File: src/sv/ossc_pkg.sv
package ossc_pkg;

  // Position and arithmetic widths
  localparam int POS_W   = 24;
  localparam int DIFF_W  = POS_W + 1;
  localparam int TH_W    = 13;
  localparam int OFS_W   = 14;
  localparam int STEP_W  = 8;
  localparam int RAD_W   = 11;
  localparam int HOLD_W  = 8;
  localparam int FLAG_W  = 4;
  localparam int CNT_W   = 7;
  localparam int PHASE_W = 3;

  // Configuration port
  localparam int CFG_AW  = 5;
  localparam int CFG_DW  = 32;
  localparam int IDX_W   = 3;

  // Register limits and reset values
  localparam int TH_MIN   = 1500;
  localparam int TH_MAX   = 5000;
  localparam int TH_RST   = 3000;
  localparam int OFS_MIN  = -5000;
  localparam int OFS_MAX  = 5000;
  localparam int OFSX_RST = 3000;
  localparam int OFSY_RST = 0;
  localparam int STEP_MIN = 25;
  localparam int STEP_MAX = 150;
  localparam int STEP_RST = 75;
  localparam int RAD_MIN  = 300;
  localparam int RAD_MAX  = 2000;
  localparam int RAD_RST  = 800;
  localparam int HOLD_MIN = 10;
  localparam int HOLD_MAX = 200;
  localparam int HOLD_RST = 40;
  localparam int FLAG_RST = 12;

  // Sequencer constants
  localparam int CNT_SAT   = 81;
  localparam int OFF_AFTER = 40;
  localparam int ARM_AFTER = 80;
  localparam int CMD_Z_RST = -3000;

  // Mode flag bit positions
  localparam int FLAG_AUTO_OFF = 0;
  localparam int FLAG_AUTO_ARM = 1;
  localparam int FLAG_REQ_OFF  = 2;
  localparam int FLAG_REQ_ARM  = 3;

  typedef enum logic [IDX_W-1:0] {
    REG_TARGET_HEIGHT = 3'd0,
    REG_OUT_OFFSET_X  = 3'd1,
    REG_OUT_OFFSET_Y  = 3'd2,
    REG_XY_STEP       = 3'd3,
    REG_Z_STEP        = 3'd4,
    REG_REACH_RADIUS  = 3'd5,
    REG_HOLD_TICKS    = 3'd6,
    REG_MODE_FLAGS    = 3'd7
  } reg_idx_t;

  typedef enum logic [PHASE_W-1:0] {
    PH_WAIT      = 3'd0,
    PH_GO_OUT    = 3'd1,
    PH_HOLD_OUT  = 3'd2,
    PH_RETURN    = 3'd3,
    PH_HOLD_HOME = 3'd4,
    PH_DONE      = 3'd5
  } phase_t;

  typedef struct packed {
    logic [TH_W-1:0]         target_height;
    logic signed [OFS_W-1:0] out_offset_x;
    logic signed [OFS_W-1:0] out_offset_y;
    logic [STEP_W-1:0]       xy_step;
    logic [STEP_W-1:0]       z_step;
    logic [RAD_W-1:0]        reach_radius;
    logic [HOLD_W-1:0]       hold_ticks;
    logic [FLAG_W-1:0]       mode_flags;
  } cfg_t;

  typedef struct packed {
    logic signed [POS_W-1:0] pos_x;
    logic signed [POS_W-1:0] pos_y;
    logic signed [POS_W-1:0] pos_z;
    logic                    position_healthy;
    logic                    status_known;
    logic                    in_offboard;
    logic                    is_armed;
  } in_item_t;

  typedef struct packed {
    logic signed [POS_W-1:0] setpoint_x;
    logic signed [POS_W-1:0] setpoint_y;
    logic signed [POS_W-1:0] setpoint_z;
    logic                    setpoint_valid;
    logic                    request_offboard;
    logic                    request_arm;
    logic [PHASE_W-1:0]      mission_phase;
  } out_item_t;

endpackage

File: src/sv/out_and_back_setpoint_sequencer_core.sv
// Flow: an accepted request waits in the input register, then passes through
//   the sequencer logic into the result register, where it waits to be taken.
// Throughput: one request per cycle unless out_stall holds the result, limited
//   by the single sequencer pass between the input and result registers.
// Reset (rst_n low, synchronous): both registers empty, sequencer in wait with
//   home unlatched, configuration registers back to their reset values.
module out_and_back_setpoint_sequencer_core
  import ossc_pkg::*;
(
  input  logic                    clk,
  input  logic                    rst_n,

  // Input request channel
  input  logic                    in_valid,
  output logic                    in_stall,
  input  logic signed [POS_W-1:0] in_pos_x,
  input  logic signed [POS_W-1:0] in_pos_y,
  input  logic signed [POS_W-1:0] in_pos_z,
  input  logic                    in_position_healthy,
  input  logic                    in_status_known,
  input  logic                    in_in_offboard,
  input  logic                    in_is_armed,

  // Result channel
  output logic                    out_valid,
  input  logic                    out_stall,
  output logic signed [POS_W-1:0] out_setpoint_x,
  output logic signed [POS_W-1:0] out_setpoint_y,
  output logic signed [POS_W-1:0] out_setpoint_z,
  output logic                    out_setpoint_valid,
  output logic                    out_request_offboard,
  output logic                    out_request_arm,
  output logic [PHASE_W-1:0]      out_mission_phase,

  // Configuration port
  input  logic                    cfg_psel,
  input  logic                    cfg_penable,
  input  logic                    cfg_pwrite,
  input  logic [CFG_AW-1:0]       cfg_paddr,
  input  logic [CFG_DW-1:0]       cfg_pwdata,
  output logic [CFG_DW-1:0]       cfg_prdata,
  output logic                    cfg_pready
);

  cfg_t      cfg;
  in_item_t  in_item_r;
  logic      in_vld_r, in_vld_nxt;
  out_item_t res;
  out_item_t out_item_r;
  logic      out_vld_r, out_vld_nxt;
  logic      accept, advance;

  // Register bank with write saturation
  ossc_cfg u_cfg (
    .clk         (clk),
    .rst_n       (rst_n),
    .cfg_psel    (cfg_psel),
    .cfg_penable (cfg_penable),
    .cfg_pwrite  (cfg_pwrite),
    .cfg_paddr   (cfg_paddr),
    .cfg_pwdata  (cfg_pwdata),
    .cfg_prdata  (cfg_prdata),
    .cfg_pready  (cfg_pready),
    .cfg         (cfg)
  );

  // The input register moves into the sequencer whenever the result register
  // is empty or is being drained this cycle. Stall the input side only when
  // both registers are full and the result is itself stalled, so a new
  // request still lands while a finished result waits to be taken.
  assign advance  = in_vld_r && (!out_vld_r || !out_stall);
  assign in_stall = in_vld_r && out_vld_r && out_stall;
  assign accept   = in_valid && !in_stall;

  always_comb begin
    in_vld_nxt = in_vld_r;
    if (accept) in_vld_nxt = 1'b1;
    else if (advance) in_vld_nxt = 1'b0;
  end

  // Result stays while stalled; a new one loads as the input register advances
  assign out_vld_nxt = advance || (out_vld_r && out_stall);

  always_ff @(posedge clk) begin
    if (!rst_n) begin
      in_vld_r  <= 1'b0;
      out_vld_r <= 1'b0;
    end else begin
      in_vld_r  <= in_vld_nxt;
      out_vld_r <= out_vld_nxt;
    end
  end

  // Payload registers: no reset, load on handshake
  always_ff @(posedge clk) begin
    if (accept) begin
      in_item_r.pos_x            <= in_pos_x;
      in_item_r.pos_y            <= in_pos_y;
      in_item_r.pos_z            <= in_pos_z;
      in_item_r.position_healthy <= in_position_healthy;
      in_item_r.status_known     <= in_status_known;
      in_item_r.in_offboard      <= in_in_offboard;
      in_item_r.is_armed         <= in_is_armed;
    end
    if (advance) begin
      out_item_r <= res;
    end
  end

  // Sequencer state advances exactly once per request that moves on
  ossc_seq u_seq (
    .clk   (clk),
    .rst_n (rst_n),
    .step  (advance),
    .item  (in_item_r),
    .cfg   (cfg),
    .res   (res)
  );

  assign out_valid            = out_vld_r;
  assign out_setpoint_x       = out_item_r.setpoint_x;
  assign out_setpoint_y       = out_item_r.setpoint_y;
  assign out_setpoint_z       = out_item_r.setpoint_z;
  assign out_setpoint_valid   = out_item_r.setpoint_valid;
  assign out_request_offboard = out_item_r.request_offboard;
  assign out_request_arm      = out_item_r.request_arm;
  assign out_mission_phase    = out_item_r.mission_phase;

endmodule

File: src/sv/ossc_cfg.sv
module ossc_cfg
  import ossc_pkg::*;
(
  input  logic              clk,
  input  logic              rst_n,
  input  logic              cfg_psel,
  input  logic              cfg_penable,
  input  logic              cfg_pwrite,
  input  logic [CFG_AW-1:0] cfg_paddr,
  input  logic [CFG_DW-1:0] cfg_pwdata,
  output logic [CFG_DW-1:0] cfg_prdata,
  output logic              cfg_pready,
  output cfg_t              cfg
);

  cfg_t     cfg_r;
  cfg_t     cfg_nxt;
  logic     wr_en;
  reg_idx_t idx;

  function automatic logic [15:0] clamp_u(input logic [15:0] v, input int lo, input int hi);
    logic [15:0] res;
    res = v;
    if (v < 16'(lo)) res = 16'(lo);
    else if (v > 16'(hi)) res = 16'(hi);
    return res;
  endfunction

  function automatic logic signed [OFS_W-1:0] clamp_ofs(input logic signed [OFS_W-1:0] v);
    logic signed [OFS_W-1:0] res;
    res = v;
    if (v < $signed(OFS_W'(OFS_MIN))) res = $signed(OFS_W'(OFS_MIN));
    else if (v > $signed(OFS_W'(OFS_MAX))) res = $signed(OFS_W'(OFS_MAX));
    return res;
  endfunction

  assign cfg_pready = 1'b1;
  assign wr_en      = cfg_psel && cfg_penable && cfg_pwrite;
  assign idx        = reg_idx_t'(cfg_paddr[IDX_W+1:2]);

  // Saturate each write to its register's range; mode flags are written as given
  always_comb begin
    cfg_nxt = cfg_r;
    if (wr_en) begin
      case (idx)
        REG_TARGET_HEIGHT: cfg_nxt.target_height =
          TH_W'(clamp_u(16'(cfg_pwdata[TH_W-1:0]), TH_MIN, TH_MAX));
        REG_OUT_OFFSET_X:  cfg_nxt.out_offset_x = clamp_ofs($signed(cfg_pwdata[OFS_W-1:0]));
        REG_OUT_OFFSET_Y:  cfg_nxt.out_offset_y = clamp_ofs($signed(cfg_pwdata[OFS_W-1:0]));
        REG_XY_STEP:       cfg_nxt.xy_step =
          STEP_W'(clamp_u(16'(cfg_pwdata[STEP_W-1:0]), STEP_MIN, STEP_MAX));
        REG_Z_STEP:        cfg_nxt.z_step =
          STEP_W'(clamp_u(16'(cfg_pwdata[STEP_W-1:0]), STEP_MIN, STEP_MAX));
        REG_REACH_RADIUS:  cfg_nxt.reach_radius =
          RAD_W'(clamp_u(16'(cfg_pwdata[RAD_W-1:0]), RAD_MIN, RAD_MAX));
        REG_HOLD_TICKS:    cfg_nxt.hold_ticks =
          HOLD_W'(clamp_u(16'(cfg_pwdata[HOLD_W-1:0]), HOLD_MIN, HOLD_MAX));
        REG_MODE_FLAGS:    cfg_nxt.mode_flags = cfg_pwdata[FLAG_W-1:0];
        default: ;
      endcase
    end
  end

  always_ff @(posedge clk) begin
    if (!rst_n) begin
      cfg_r.target_height <= TH_W'(TH_RST);
      cfg_r.out_offset_x  <= $signed(OFS_W'(OFSX_RST));
      cfg_r.out_offset_y  <= $signed(OFS_W'(OFSY_RST));
      cfg_r.xy_step       <= STEP_W'(STEP_RST);
      cfg_r.z_step        <= STEP_W'(STEP_RST);
      cfg_r.reach_radius  <= RAD_W'(RAD_RST);
      cfg_r.hold_ticks    <= HOLD_W'(HOLD_RST);
      cfg_r.mode_flags    <= FLAG_W'(FLAG_RST);
    end else begin
      cfg_r <= cfg_nxt;
    end
  end

  always_comb begin
    case (idx)
      REG_TARGET_HEIGHT: cfg_prdata = CFG_DW'(cfg_r.target_height);
      REG_OUT_OFFSET_X:  cfg_prdata = CFG_DW'($signed(cfg_r.out_offset_x));
      REG_OUT_OFFSET_Y:  cfg_prdata = CFG_DW'($signed(cfg_r.out_offset_y));
      REG_XY_STEP:       cfg_prdata = CFG_DW'(cfg_r.xy_step);
      REG_Z_STEP:        cfg_prdata = CFG_DW'(cfg_r.z_step);
      REG_REACH_RADIUS:  cfg_prdata = CFG_DW'(cfg_r.reach_radius);
      REG_HOLD_TICKS:    cfg_prdata = CFG_DW'(cfg_r.hold_ticks);
      REG_MODE_FLAGS:    cfg_prdata = CFG_DW'(cfg_r.mode_flags);
      default:           cfg_prdata = '0;
    endcase
  end

  assign cfg = cfg_r;

endmodule

File: src/sv/ossc_reach.sv
module ossc_reach
  import ossc_pkg::*;
(
  input  logic signed [POS_W-1:0] px,
  input  logic signed [POS_W-1:0] py,
  input  logic signed [POS_W-1:0] pz,
  input  logic signed [POS_W-1:0] tx,
  input  logic signed [POS_W-1:0] ty,
  input  logic signed [POS_W-1:0] tz,
  input  logic [RAD_W-1:0]        radius,
  output logic                    reached
);

  localparam int SQ_W  = RAD_W + 1;
  localparam int PR_W  = 2 * SQ_W;
  localparam int MAG_W = 2 * RAD_W;
  localparam int SUM_W = MAG_W + 2;

  logic signed [DIFF_W-1:0] dx, dy, dz, rs;
  logic                     in_box;
  logic signed [SQ_W-1:0]   dx_n, dy_n, dz_n;
  logic signed [PR_W-1:0]   sq_x, sq_y, sq_z;
  logic [SUM_W-1:0]         sum;
  logic [MAG_W-1:0]         r2;

  assign dx = DIFF_W'(px) - DIFF_W'(tx);
  assign dy = DIFF_W'(py) - DIFF_W'(ty);
  assign dz = DIFF_W'(pz) - DIFF_W'(tz);
  assign rs = $signed({{(DIFF_W-RAD_W){1'b0}}, radius});

  // Box test first; inside it every difference fits the narrow squarers
  assign in_box = (dx <= rs) && (dx >= -rs) && (dy <= rs) && (dy >= -rs) &&
                  (dz <= rs) && (dz >= -rs);

  assign dx_n = dx[SQ_W-1:0];
  assign dy_n = dy[SQ_W-1:0];
  assign dz_n = dz[SQ_W-1:0];

  assign sq_x = dx_n * dx_n;
  assign sq_y = dy_n * dy_n;
  assign sq_z = dz_n * dz_n;

  assign sum = SUM_W'(sq_x[MAG_W-1:0]) + SUM_W'(sq_y[MAG_W-1:0]) + SUM_W'(sq_z[MAG_W-1:0]);
  assign r2  = MAG_W'(radius) * MAG_W'(radius);

  assign reached = in_box && (sum <= SUM_W'(r2));

endmodule

File: src/sv/ossc_seq.sv
module ossc_seq
  import ossc_pkg::*;
(
  input  logic      clk,
  input  logic      rst_n,
  input  logic      step,
  input  in_item_t  item,
  input  cfg_t      cfg,
  output out_item_t res
);

  phase_t                  phase_r, phase_nxt;
  logic signed [POS_W-1:0] home_x_r, home_y_r, out_x_r, out_y_r;
  logic signed [POS_W-1:0] cmd_x_r, cmd_y_r, cmd_z_r;
  logic signed [POS_W-1:0] cmd_x_nxt, cmd_y_nxt, cmd_z_nxt;
  logic                    home_latched_r, offboard_sent_r, arm_sent_r, hold_active_r;
  logic                    hold_active_nxt;
  logic [CNT_W-1:0]        cnt_r, cnt_nxt;
  logic [HOLD_W-1:0]       hold_count_r, hold_count_nxt, hold_inc;

  logic                    healthy, latch, ready, hold_done, reached, at_out;
  logic                    req_off, req_arm, off_sent_now;
  logic signed [POS_W-1:0] tz, home_x_l, home_y_l, out_x_l, out_y_l;
  logic signed [POS_W-1:0] cmd_x_l, cmd_y_l, cmd_z_l, goal_x, goal_y;
  logic signed [POS_W-1:0] stp_x, stp_y, stp_z;

  function automatic logic signed [POS_W-1:0] step_toward(
    input logic signed [POS_W-1:0] cur,
    input logic signed [POS_W-1:0] tgt,
    input logic [STEP_W-1:0]       stp
  );
    logic signed [DIFF_W-1:0] d, s, mv;
    d  = DIFF_W'(tgt) - DIFF_W'(cur);
    s  = $signed({{(DIFF_W-STEP_W){1'b0}}, stp});
    mv = (d > 0) ? DIFF_W'(cur) + s : DIFF_W'(cur) - s;
    if (d <= s && d >= -s) return tgt;
    return mv[POS_W-1:0];
  endfunction

  function automatic logic signed [POS_W-1:0] sat_add(
    input logic signed [POS_W-1:0] pos,
    input logic signed [OFS_W-1:0] ofs
  );
    logic signed [DIFF_W-1:0] s;
    s = DIFF_W'(pos) + DIFF_W'(ofs);
    if (s[DIFF_W-1] != s[DIFF_W-2])
      return s[DIFF_W-1] ? $signed({1'b1, {(POS_W-1){1'b0}}})
                         : $signed({1'b0, {(POS_W-1){1'b1}}});
    return s[POS_W-1:0];
  endfunction

  assign healthy  = item.position_healthy;
  assign latch    = healthy && !home_latched_r;
  assign tz       = -$signed({{(POS_W-TH_W){1'b0}}, cfg.target_height});

  // Home and out point as seen after this tick's latch
  assign home_x_l = latch ? item.pos_x : home_x_r;
  assign home_y_l = latch ? item.pos_y : home_y_r;
  assign out_x_l  = latch ? sat_add(item.pos_x, cfg.out_offset_x) : out_x_r;
  assign out_y_l  = latch ? sat_add(item.pos_y, cfg.out_offset_y) : out_y_r;
  assign cmd_x_l  = latch ? item.pos_x : cmd_x_r;
  assign cmd_y_l  = latch ? item.pos_y : cmd_y_r;
  assign cmd_z_l  = latch ? tz : cmd_z_r;

  assign hold_inc = (hold_active_r && hold_count_r != '1) ? hold_count_r + 1'b1 : hold_count_r;

  assign cnt_nxt      = (healthy && cnt_r < CNT_W'(CNT_SAT)) ? cnt_r + 1'b1 : cnt_r;
  assign req_off      = healthy && cfg.mode_flags[FLAG_AUTO_OFF] && !offboard_sent_r &&
                        (cnt_nxt > CNT_W'(OFF_AFTER));
  assign off_sent_now = offboard_sent_r || req_off;
  assign req_arm      = healthy && cfg.mode_flags[FLAG_AUTO_ARM] && off_sent_now &&
                        !arm_sent_r && (cnt_nxt > CNT_W'(ARM_AFTER));

  assign ready = healthy && item.status_known &&
                 (!cfg.mode_flags[FLAG_REQ_OFF] || item.in_offboard) &&
                 (!cfg.mode_flags[FLAG_REQ_ARM] || item.is_armed);

  assign at_out    = (phase_r == PH_GO_OUT) || (phase_r == PH_HOLD_OUT);
  assign goal_x    = at_out ? out_x_l : home_x_l;
  assign goal_y    = at_out ? out_y_l : home_y_l;
  assign hold_done = hold_active_r && (hold_inc >= cfg.hold_ticks);

  assign stp_x = step_toward(cmd_x_l, goal_x, cfg.xy_step);
  assign stp_y = step_toward(cmd_y_l, goal_y, cfg.xy_step);
  assign stp_z = step_toward(cmd_z_l, tz, cfg.z_step);

  ossc_reach u_reach (
    .px      (item.pos_x),
    .py      (item.pos_y),
    .pz      (item.pos_z),
    .tx      (goal_x),
    .ty      (goal_y),
    .tz      (tz),
    .radius  (cfg.reach_radius),
    .reached (reached)
  );

  // Next phase
  always_comb begin
    phase_nxt = phase_r;
    if (ready) begin
      case (phase_r)
        PH_WAIT:      phase_nxt = PH_GO_OUT;
        PH_GO_OUT:    if (reached) phase_nxt = PH_HOLD_OUT;
        PH_HOLD_OUT:  if (hold_done) phase_nxt = PH_RETURN;
        PH_RETURN:    if (reached) phase_nxt = PH_HOLD_HOME;
        PH_HOLD_HOME: if (hold_done) phase_nxt = PH_DONE;
        default:      phase_nxt = PH_DONE;
      endcase
    end
  end

  // Setpoint and hold bookkeeping per phase
  always_comb begin
    cmd_x_nxt       = cmd_x_l;
    cmd_y_nxt       = cmd_y_l;
    cmd_z_nxt       = cmd_z_l;
    hold_active_nxt = hold_active_r;
    hold_count_nxt  = hold_inc;
    if (ready) begin
      case (phase_r)
        PH_WAIT: ;
        PH_GO_OUT, PH_RETURN: begin
          if (reached) begin
            cmd_x_nxt       = goal_x;
            cmd_y_nxt       = goal_y;
            cmd_z_nxt       = tz;
            hold_count_nxt  = '0;
            hold_active_nxt = 1'b1;
          end else begin
            cmd_x_nxt = stp_x;
            cmd_y_nxt = stp_y;
            cmd_z_nxt = stp_z;
          end
        end
        default: begin
          cmd_x_nxt = goal_x;
          cmd_y_nxt = goal_y;
          cmd_z_nxt = tz;
          if (hold_done) hold_active_nxt = 1'b0;
        end
      endcase
    end
  end

  always_ff @(posedge clk) begin
    if (!rst_n) begin
      phase_r         <= PH_WAIT;
      home_x_r        <= '0;
      home_y_r        <= '0;
      out_x_r         <= '0;
      out_y_r         <= '0;
      cmd_x_r         <= '0;
      cmd_y_r         <= '0;
      cmd_z_r         <= $signed(POS_W'(CMD_Z_RST));
      home_latched_r  <= 1'b0;
      cnt_r           <= '0;
      offboard_sent_r <= 1'b0;
      arm_sent_r      <= 1'b0;
      hold_count_r    <= '0;
      hold_active_r   <= 1'b0;
    end else if (step) begin
      phase_r         <= phase_nxt;
      home_x_r        <= home_x_l;
      home_y_r        <= home_y_l;
      out_x_r         <= out_x_l;
      out_y_r         <= out_y_l;
      cmd_x_r         <= cmd_x_nxt;
      cmd_y_r         <= cmd_y_nxt;
      cmd_z_r         <= cmd_z_nxt;
      home_latched_r  <= home_latched_r || healthy;
      cnt_r           <= cnt_nxt;
      offboard_sent_r <= off_sent_now;
      arm_sent_r      <= arm_sent_r || req_arm;
      hold_count_r    <= hold_count_nxt;
      hold_active_r   <= hold_active_nxt;
    end
  end

  assign res.setpoint_x       = cmd_x_nxt;
  assign res.setpoint_y       = cmd_y_nxt;
  assign res.setpoint_z       = cmd_z_nxt;
  assign res.setpoint_valid   = healthy;
  assign res.request_offboard = req_off;
  assign res.request_arm      = req_arm;
  assign res.mission_phase    = phase_nxt;

endmodule

File: config.mk
export PLATFORM = sky130hd
export DESIGN_NAME = out_and_back_setpoint_sequencer_core
export DESIGN_NICKNAME = d
export VERILOG_FILES = /design/src/sv/ossc_pkg.sv /design/src/sv/out_and_back_setpoint_sequencer_core.sv /design/src/sv/ossc_cfg.sv /design/src/sv/ossc_reach.sv /design/src/sv/ossc_seq.sv
export SDC_FILE = /design/constraint.sdc
export NUM_CORES = 2
export LEC_CHECK = 0
export BUFFER_PORTS_ARGS = -buffer_cell sky130_fd_sc_hd__buf_2
export CORE_MARGIN = 5
export CORE_UTILIZATION = 40
export CTS_BUF_LIST = sky130_fd_sc_hd__clkbuf_4
export DETAILED_ROUTE_END_ITERATION = 16
export PLACE_DENSITY_LB_ADDON = 0.3
export SYNTH_ARGS = -nofsm -noshare
export SYNTH_HDL_FRONTEND = slang
export SYNTH_SLANG_ARGS = --single-unit
File: constraint.sdc
create_clock -name clk -period 41.6 [get_ports clk]
set_input_delay 4.16 -clock clk [delete_from_list [all_inputs] [get_ports clk]]
set_output_delay 4.16 -clock clk [all_outputs]
set_load 0.01 [all_outputs]
# Yosys cells after proc, flatten, opt, wreduce, memory -nomap -nowiden
# Index checks and enable logic that the tools add are counted.
# Widths: inputs -> output; s select.
# totals
input_bits,120
output_inout_bits,113
ff_bits,426
# classes
bitwise,1
reduce_logical,60
eq_ne,15
magnitude_cmp,30
addsub,22
mul,4
mux,65
# op_table
cell,count
$mux 24,30
$pmux 32 s8,1
$ge 25x25->1,6
$sub 24x24->25,6
$pmux 24 s2,3
$gt 25x1->1 const B,3
$le 25x12->1,3
$le 25x9->1,3
$add 24x9->24,3
$sub 24x9->24,3
$mul 12x12->22,3
$mux 8,8
$add 24x14->25,2
$neg 8->25,2
$logic_and 1x1->1,30
$mux 14,2
$mux 13,2
$neg 11->25,1
$add 23x22->24,1
$le 24x22->1,1
$neg 13->24,1
$add 22x22->23,1
$mul 11x11->22,1
$mux 11,2
34 further kinds,79

# Depth between registers and ports, before layout
# depth
depth_word,17
ltp_mapped,68

# Modules after synthesis
# From an unflattened synthesis, not the netlist that was laid out.
# unflattened
hier_cells,7012
area_unflattened_um2,57609.0
# modules_own_cells
module,area_per_inst_um2,seq_area_each_um2,cells_each,n_inst
ossc_seq,24435.9,3803.6,3409,1
ossc_reach,24010.5,0.0,2873,1
out_and_back_setpoint_sequencer_core,4708.3,4664.5,162,1
ossc_cfg,4454.3,1601.5,568,1

# Least setup slack after synthesis
# OpenSTA, ideal clock, no wires.
# synth_path
path_kind,register to register
startpoint,register in_item_r[52] (netlist name)
endpoint,"register out_item_r, in the netlist out_setpoint_y[6] (data pin)"
setup_ns,0.261
path_stages_with_launch,65
required_ns,41.339
path_buffers,5
t_arrival_ns,14.009
synth_period_minus_slack_ns,14.270
slack_ns,27.330
path_cell_list,edfxtp_1 -> ha_1 -> fa_1 -> a211oi_1 -> o21ai_0 -> a21oi_1 -> o41a_1 -> o21ai_0 -> o41ai_1 -> o221ai_1 -> clkbuf_1 -> nor2_1 -> clkbuf_1 -> o21ai_0 -> o21ai_0 -> ha_1 -> o21a_1 -> o31a_1 -> [... 29 more ...] -> o21ai_0 -> nand2b_1 -> a31oi_1 -> xnor2_1 -> ha_1 -> nand2_1 -> nor2_1 -> nand4_1 -> nor2_1 -> nor2_1 -> nor3_1 -> nand4_1 -> or4b_1 -> buf_4 -> buf_6 -> a21oi_1 -> a211oi_1 -> a221o_1
# synth_lines
element,line,source
from (decl),out_and_back_setpoint_sequencer_core.sv:46,in_item_t in_item_r;
to (signal assigned),out_and_back_setpoint_sequencer_core.sv:106,out_item_r <= res;
to (decl),out_and_back_setpoint_sequencer_core.sv:49,out_item_t out_item_r;

==> flow_metrics.py <==
metrics = {
    "outcome": {
        "status": "complete, no violations",
    },
    "die": {
        "start_util_pct": 40.3,
        "die_w_um": 391,
        "core_region_area_um2": 144000,
        "die-area_um2": 153000,
        "die_h_um": 391,
        "io_pins": 233,
        "fp-row-count": 139,
    },
    "clock_network": {
        "insertion_delay_ns": 1.14,
        "cts_tree": "done",
        "cts_resized": 0,
        "cts_buffers": 130,
        "clk_path_buf_depth": 3,
        "clkTransAtPathRegs_ns": 0.06,
        "htreeDepth": 4,
        "clkSinkCount": 426,
        "hold_buffers": 0,
        "post-cts-setup-buffers": 0,
        "root_buffer": "clkbuf_4",
    },
    "routing": {
        "first_iter_violations": 5265,
        "first_pass_iters": 9,
        "ant_nets": 0,
        "vias": 53671,
        "drc": 0,
        "vias_per_cell": 5.79,
        "wl_per_cell_um": 22.0,
        "routed_wl_um": 204000,
    },
    "yosys": {
        "synth_edf_count": 154,
        "ys_ff_latch": 426,
        "ys.flop_type": "dfxtp_1",
        "netlist_top_cells_area": "ha_1 (16%), fa_1 (15%), dfxtp_1 (9.4%)",
        "syn_area_um2": 58000,
        "yosysTopAreaCell": "ha_1",
        "avgSynthCellArea_um2": 8.17,
        "synth_fp_nets": 8376,
        "synth_top_area_share_pct": 15.6,
        "yosysSeqAreaShare_pct": 17.4,
        "async_reset_ff_share_pct": 0,
        "ys_warn_count": 0,
        "synth_cell_types": 99,
        "yosysMostFrequentCell": "inv_1",
        "synth_common_cells": "inv_1 (885), ha_1 (722), nand2_1 (696), nor2_1 (590), a21oi_1 (563)",
        "syn_inst": 7099,
    },
    "grt": {
        "antenna_found_initial": 11,
        "grt_usage_pct": 25.9,
        "grt_pass1_vias": 52376,
        "grt_overflow": 0,
        "grt_max_degree": 110,
        "grt_first_pass_wirelength_um": 307000,
    },
    "timing": {
        "fin_ws_ns": 23.55,
        "clock_skew_ns": 0.124,
        "worst_pin_slew_ns": 1.25,
        "max-slew-margin-rel_pct": 15.8,
        "rsz0062_at_grt": "no",
        "finalSetupViolations": 0,
        "finalHoldViolCount": 0,
        "finalCriticalPeriod_ns": 18.05,
        "fin_tns_setup_ns": 0,
        "final_max_slew_viol_count": 0,
        "fin_crit_sh_pct": 43.4,
        "timing.fmax_ghz": 0.0554,
    },
    "critical_path": {
        "end_kind": "flop",
        "arrival_ns": 18.81,
        "path_depth": 59,
        "cpMostUsedCell": "fa_1",
        "cp_max_fo": 31,
        "reg2reg_from": "in_item_r[52]",
        "crit_start": "in_item_r[52]",
        "slowest_delay_ns": 0.92,
        "critPathBufInv": 9,
        "crit_required_ns": 42.36,
        "worst_path_max_delay_cell": "xor2_1",
        "cp-endpoint": "out_mission_phase[1]",
        "critPathKind": "reg -> reg",
        "cp_top_family": "compound AO/OA/AOI/OAI gates",
        "timing.rr.end": "out_mission_phase[1]",
        "r2r_cells": 59,
        "critPathLaunchType": "flop",
        "rrSetupSlack_ns": 23.55,
    },
    "placed_design": {
        "io_buffers": 211,
        "dp_hpwl_um": 162000,
        "place_congestion": 0.983,
        "place_ws_ns": 24.08,
    },
    "final_layout": {
        "fillers": 14374,
        "final_core_util_pct": 43.7,
        "regArea_um2": 10100,
        "multi_input_comb_area_um2": 43400,
        "syn_to_final_growth_pct": 8.31,
        "final_layout_size_suffix_gt1_share_pct": 8.51,
        "finalNetCount": 8528,
    },
    "worst_hold_path": {
        "hold_path.class": "reg -> reg",
        "holdCritStartpoint": "u_seq.home_y_r[10]",
    },
    "job": {
        "drv_cap": 0,
    },
}
[worst register-to-register path, delay by kind of cell, from the launching register on]
family                     cells  cell delay, ns
AOI/OAI and AO/OA             19            5.66
adders and majority gates     12            4.80
and+or+nand+nor               15            3.52
buffers and inverters          9            1.90
xor gates and xnor gates       3            1.14
DFF                            1            0.53
muxes                          1            0.16
[cell families after synthesis]
family / Yosys count / synth area share (%)
DFF: 426 / 17.4
adders and majority gates: 1167 / 30.8
other: 1 / 0.00647
muxes: 88 / 1.90
xor gates and xnor gates: 368 / 5.58
and+or+nand+nor: 2016 / 15.9
buffers and inverters: 1189 / 7.87
AOI/OAI and AO/OA: 1844 / 20.6
[metrics by stage]
stage          hold slack (ns)  instance area (µm²)  cells
6_report                 0.453                62800   9274
4_1_cts                  0.453                62700   9257
2_1_floorplan            0.424                58000   7099
5_1_grt                  0.471                62800   9267
3_3_place_gp             0.439                61000   9022
3_5_place_dp             0.445                61000   9022
[final cells by class]
| cell class | instances | area share [%] |
|---|---|---|
| multi-input combinational | 5484 | 69.2 |
| clock inverter | 47 | 0.492 |
| inverter | 913 | 5.47 |
| sequential | 426 | 16.0 |
| antenna | 17 | 0.0678 |
| timing repair buffer | 296 | 2.70 |
| tap | 1903 | 3.79 |
| clock buffer | 188 | 2.25 |
[state kept, by name, summed over array words and instances, names as in the netlist, 7 cells and up]
name and flops:
u_cfg.cfg 80, in_item_r 76, out_setpoint_x 24, out_setpoint_y 24, out_setpoint_z 24, u_seq.cmd_x_r 24
u_seq.cmd_y_r 24, u_seq.cmd_z_r 24, u_seq.home_x_r 24, u_seq.home_y_r 24, u_seq.out_x_r 24, u_seq.out_y_r 24
u_seq.hold_count_r 8, u_seq.cnt_r 7
[worst min-delay path by stage]
stage                         end  slack [ns]  cells after the start
6_report       u_seq.home_y_r[10]        0.45                      2
3_3_place_gp    u_seq.out_y_r[11]        0.44                      2
5_1_grt        u_seq.home_x_r[16]        0.47                      2
4_1_cts        u_seq.home_y_r[10]        0.45                      2
3_5_place_dp   u_seq.home_y_r[10]        0.45                      2
2_1_floorplan  out_setpoint_valid        0.42                      0
[layout by cell type (no fill, tap or decap), types with 160 or more instances in the layout]
cell	netlist	routed
a21o_1	160	160
a21oi_1	563	563
buf_2	6	210
clkbuf_4	0	188
dfxtp_1	272	272
fa_1	435	435
ha_1	722	722
inv_1	885	884
nand2_1	696	693
nor2_1	590	584
o21ai_0	340	340
xnor2_1	253	252
[per-layer routing]
metal / wire (µm) / vias up / share of wire [%] / GRT usage (%)
met4: 10800 / 4 / 5.3 / 12.2
met1: 84400 / 25659 / 41 / 33.8
li1: - / 25098 / - / -
met2: 91400 / 2401 / 45 / 41.9
met3: 17100 / 509 / 8.4 / 4.47
met5: 22 / - / 0.011 / 0
Power is left out: the tool's default activity adds up to more than one toggle a clock period on the data nets, which glitch-free logic cannot reach.
